==> config.mk <==
export PLATFORM = sky130hd
export DESIGN_NAME = dsf_sqrt
export DESIGN_NICKNAME = d
export VERILOG_FILES = /design/src/dsf_sqrt.sv
export SDC_FILE = /design/constraint.sdc
export NUM_CORES = 2
export LEC_CHECK = 0
export ABC_CLOCK_PERIOD_IN_PS = 4500
export BUFFER_PORTS_ARGS = -buffer_cell sky130_fd_sc_hd__clkbuf_2
export CORE_UTILIZATION = 37
export CTS_CLUSTER_SIZE = 25
export DETAILED_ROUTE_END_ITERATION = 8
export GPL_ROUTABILITY_DRIVEN = 0
export GPL_TIMING_DRIVEN = 0
export HOLD_SLACK_MARGIN = 0.03
export PLACE_DENSITY_LB_ADDON = 0.3
export RECOVER_POWER = 50
export SYNTH_ARGS = -nofsm -noshare
export SYNTH_HDL_FRONTEND = slang
export SYNTH_MEMORY_MAX_BITS = 65536
export SYNTH_SLANG_ARGS = --single-unit
==> constraint.sdc <==
create_clock -name clk_i -period 4.5 [get_ports clk_i]
set_input_delay 0.45 -clock clk_i [delete_from_list [all_inputs] [get_ports clk_i]]
set_output_delay 0.45 -clock clk_i [all_outputs]
set_load 0.01 [all_outputs]
==> src/dsf_sqrt.sv <==
module dsf_sqrt #(
  parameter int unsigned RAD_W = 66,
  parameter int unsigned TAG_W = 8
) (
  input  logic               clk_i,
  input  logic               rst_ni,
  input  logic               vld_i,
  input  logic [RAD_W-1:0]   rad_i,
  input  logic [TAG_W-1:0]   tag_i,
  output logic               vld_o,
  output logic [RAD_W/2-1:0] root_o,
  output logic [TAG_W-1:0]   tag_o
);

  localparam int unsigned OW  = RAD_W / 2;
  localparam int unsigned RMW = OW + 2;

  logic             vld_q  [OW];
  logic [RAD_W-1:0] rad_q  [OW];
  logic [RMW-1:0]   rem_q  [OW];
  logic [OW-1:0]    root_q [OW];
  logic [TAG_W-1:0] tag_q  [OW];

  // One root bit per stage: bring down two radicand bits and try 4*root+1.
  for (genvar k = 0; k < OW; k++) begin : g_step
    logic             vld_in;
    logic [RAD_W-1:0] rad_in;
    logic [RMW-1:0]   rem_in;
    logic [OW-1:0]    root_in;
    logic [TAG_W-1:0] tag_in;
    logic [RMW+1:0]   cur;
    logic [RMW+1:0]   trial;
    logic             ge;
    logic [RMW+1:0]   rem_d;
    logic [OW-1:0]    root_d;

    if (k == 0) begin : g_first
      assign vld_in  = vld_i;
      assign rad_in  = rad_i;
      assign rem_in  = '0;
      assign root_in = '0;
      assign tag_in  = tag_i;
    end else begin : g_next
      assign vld_in  = vld_q[k-1];
      assign rad_in  = rad_q[k-1];
      assign rem_in  = rem_q[k-1];
      assign root_in = root_q[k-1];
      assign tag_in  = tag_q[k-1];
    end

    assign cur    = {rem_in, rad_in[RAD_W-1 -: 2]};
    assign trial  = {2'b00, root_in, 2'b01};
    assign ge     = cur >= trial;
    assign rem_d  = ge ? (cur - trial) : cur;
    assign root_d = {root_in[OW-2:0], ge};

    always_ff @(posedge clk_i or negedge rst_ni) begin
      if (!rst_ni) begin
        vld_q[k] <= 1'b0;
      end else begin
        vld_q[k] <= vld_in;
      end
    end

    always_ff @(posedge clk_i) begin
      rad_q[k]  <= {rad_in[RAD_W-3:0], 2'b00};
      rem_q[k]  <= rem_d[RMW-1:0];
      root_q[k] <= root_d;
      tag_q[k]  <= tag_in;
    end
  end

  assign vld_o  = vld_q[OW-1];
  assign root_o = root_q[OW-1];
  assign tag_o  = tag_q[OW-1];

endmodule

==> impl_results.md <==
- Status: completed
- Area of placed instances: between 100000 and 150000 um^2
- RSZ-0062 raised after global routing: no
- Setup slack, reg-to-reg: 0.18 ns
- Root Buffer: clkbuf_16
- Worst setup path endpoint: rem_q[0][933]$_DFF_P_
- Arrival @ worst endpoint: ~5 ns
- Clock skew: roughly 0.057 ns
- DRT Pass-1 Iters: 6
- Area delta synth->final: 15.6%
- Most frequent cells after synthesis: dfxtp_1 (2948), inv_1 (757), a21oi_1 (620), nand2_1 (620), nor2_1 (606)
- DR vias/cell: slightly below 5
- Vias in the first global route: 70000
- Drt total wl: around 220000 um
- Clock-pin slew on the worst setup and hold paths: 0.06 ns
- Worst Setup Start Kind: register
- DIE HEIGHT: about 530 um
- Detailed placer's ending HPWL: 167000 um
- Setup Viol. Count Final: 0
- Global-route wire length before repair: between 300000 and 400000 um
- Core area: ~280000 um^2
- Crit share post-route: 0.960
- First DRT Iteration DRCs: between 5000 and 6000
- H-tree depth: 5
- Synth Register Bits: 2981
- Max Clk Rate: 0.232 GHz
- Hold_ws: between 0.2 and 0.25 ns
- Register area share after synthesis: 0.572
- Initial antenna violation count: 6
- Slew Viols, Final: 0
- Crit path kind: reg2reg
- Clk buf depth: 4
- Syn_nets: approximately 11000
- Total GRT Usage: 0.152
- Cts bufs inserted: about 300
- Synth Instances: roughly 10000
- Most frequent cell after synthesis: dfxtp_1
- Share of the synthesized area in the top cell type: 0.564
- Cell taking the most area after synthesis: dfxtp_1
- Crit-path max FO: 10
- # Max-Cap Violations: 0
- HP Class: in2async
- Post-route cell area: around 120000 um^2
- Leak: approximately 56 nW
- Largest net degree at the start of global routing: 34
- Slew headroom: 0.186
- Critical Path RT: 5.17 ns
- Critical register-to-register path endpoint: rem_q[0][933]$_DFF_P_
- Die X: roughly 530 um
- Row Count: 194
- Unique cell type count in the Yosys netlist: 91
- Worst setup path startpoint: root_q[25][0]$_DFF_P_
- Post-synth EDFFs: 0
- R2R Path Start: root_q[25][0]$_DFF_P_
- Sink Count: ~3000
- Synthesis Warnings: 0
- TritonCTS clock tree: done
- Pwr dens: about 560 nW/um^2
- Mean Syn Cell Area: roughly 10 um^2
- Maximum VDD drop: approximately 0.36 mV
- DRC violations left: 0
- Share of cells above drive strength 1: 0.0744
- Vias: ~71000
- Total grt overflow: 0
- Post-synth ARST share: 0.0111
- Synth Flop Type: dfxtp_1
- Die area: 285000 um^2
- Nets: around 11000
- Final ANT Viol Nets: 0
- Clock Latency Late Sink: about 0.87 ns
- Synthesized area: roughly 100000 um^2
- Drt wl/cell: between 15 and 20 um
- Initial Utilization: 0.373
- Tightest Pin Transition: between 1 and 1.5 ns
- Input/output buffers: around 120
- I/O Pins: around 120
- Top cells by area, synth: dfxtp_1 (56%), ha_1 (7.1%), xor2_1 (3.9%), xnor2_1 (3.6%), a21oi_1 (3.0%)
- Final worst path period need: between 4 and 5 ns
- Setup crit end kind: register
- Core Util, Final: 0.432
- Post-CTS setup buffer count: 0
- Final hold vios: 0
- R2R depth: 11
==> cell usage in the layout, fill, tap and decap left out, drive strengths merged, types with 45 or more instances in the layout <==
| cell type | netlist | routed |
|---|---|---|
| nand2 | 621 | 621 |
| nand3 | 172 | 172 |
| a211oi | 62 | 62 |
| nor4 | 147 | 147 |
| clkbuf | 168 | 696 |
| dlygate4sd3 | 0 | 77 |
| o21ai | 482 | 482 |
| or3 | 102 | 102 |
| a21o | 236 | 236 |
| or4 | 74 | 74 |
| inv | 760 | 776 |
| xor2 | 462 | 462 |
| a31oi | 45 | 45 |
| a21oi | 620 | 620 |
| nor2b | 76 | 76 |
| nor3 | 252 | 252 |
| or2 | 47 | 47 |
| mux2 | 97 | 97 |
| nand4 | 117 | 117 |
| ha | 596 | 596 |
| o21bai | 52 | 52 |
| clkinv | 0 | 58 |
| o21a | 109 | 109 |
| o31ai | 58 | 58 |
| nand2b | 119 | 119 |
| dfxtp | 2948 | 2948 |
| and3 | 55 | 55 |
| xnor2 | 435 | 435 |
| nor2 | 606 | 606 |
==> flip-flops by register name (all words and copies together), names as in the netlist <==
signal	cells
g_step.vld_in	32
rad_q	1056
rem_q	1067
root_q	561
tag_q	264
vld_o	1
==> cell type report <==
type,instances,area (um^2)
inverters,760,2850
plain buffers,194,758
repair buffers,196,1360
fillers,26400,159000
diodes,3,7.51
clock buffers,409,8570
well taps,3724,4660
clock inverters,129,1720
flip-flops and latches,2981,59800
multi-input cells,6070,41200
==> worst max-delay path, stage by stage (launching register included) <==
cell      delay, ns
dfxtp_1        0.36
inv_1          0.05
ha_1           0.33
o21ai_0        0.30
o21ai_0        0.20
a311o_1        0.40
o21bai_1       0.32
o21ai_0        0.34
a21boi_1       0.52
clkbuf_1       0.59
clkbuf_1       0.51
o21ai_0        0.22
==> stage by stage <==
stage               setup WS [ns]  setup TNS [ns]  std cells  total power [W]
floorplan                    1.12               0      10000           0.0399
global placement           -0.299           -2.79      13800           0.0428
detailed placement         -0.260           -3.96      13800           0.0430
CTS                        0.0772               0      14500           0.0689
global route               0.0462               0      14500           0.0716
finish                      0.181               0      14500           0.0680
==> per-layer routing <==
| metal | routed length [um] | GRT usage | share of wire |
|---|---|---|---|
| met1 | 94900 | 0.185 | 0.43 |
| met2 | 105000 | 0.262 | 0.47 |
| met3 | 13100 | 0.0273 | 0.059 |
| met4 | 8720 | 0.0635 | 0.039 |
| met5 | 11 | 0 | 0.000050 |
==> cell families (layout without fill, tap and decap cells) <==
group                    count (synthesis)  count (layout)  synth area share
adder cells (fa/ha/maj)                596             596            0.0713
AND/OR/NAND/NOR                       2524            2524             0.120
flip-flops                            2981            2981             0.572
multiplexers                           113             113            0.0120
AO/OA/AOI/OAI                         1939            1939             0.115
other                                    1               4         0.0000358
buffers and inverters                  954            1688            0.0345
XOR/XNOR                               897             897            0.0751
==> timing repair <==
item,CTS,global route
hold buffers,77,0
endpoints found under the setup margin,36,97
gates resized for setup,5,14
hold endpoints to repair,109,0
==> power breakdown <==
part / total (W) / internal, W / switching [W]
clock network: 0.0254 / 0.0152 / 0.0103
logic: 0.00946 / 0.00416 / 0.00530
registers: 0.0332 / 0.0303 / 0.00284
total: 0.0680 / 0.0497 / 0.0184
==> worst min-delay path by stage <==
stage | end | slack [ns] | start | cells after the start
3_5_place_dp | rad_q[0][612]$_DFF_P_ | 0.31 | rad_q[0][546]$_DFF_P_ | 0
3_3_place_gp | tag_q[23][1]$_DFF_P_ | 0.31 | tag_q[22][1]$_DFF_P_ | 0
6_report | g_step[2].vld_in$_DFF_PN0_ | 0.22 | rst_ni | 2
5_1_grt | rad_q[0][43]$_DFF_P_ | 0.18 | rad_i[43] | 2
4_1_cts | g_step[2].vld_in$_DFF_PN0_ | 0.15 | rst_ni | 2
2_1_floorplan | g_step[10].vld_in$_DFF_PN0_ | 0.15 | rst_ni | 0
(Power assumes the default switching activity.)
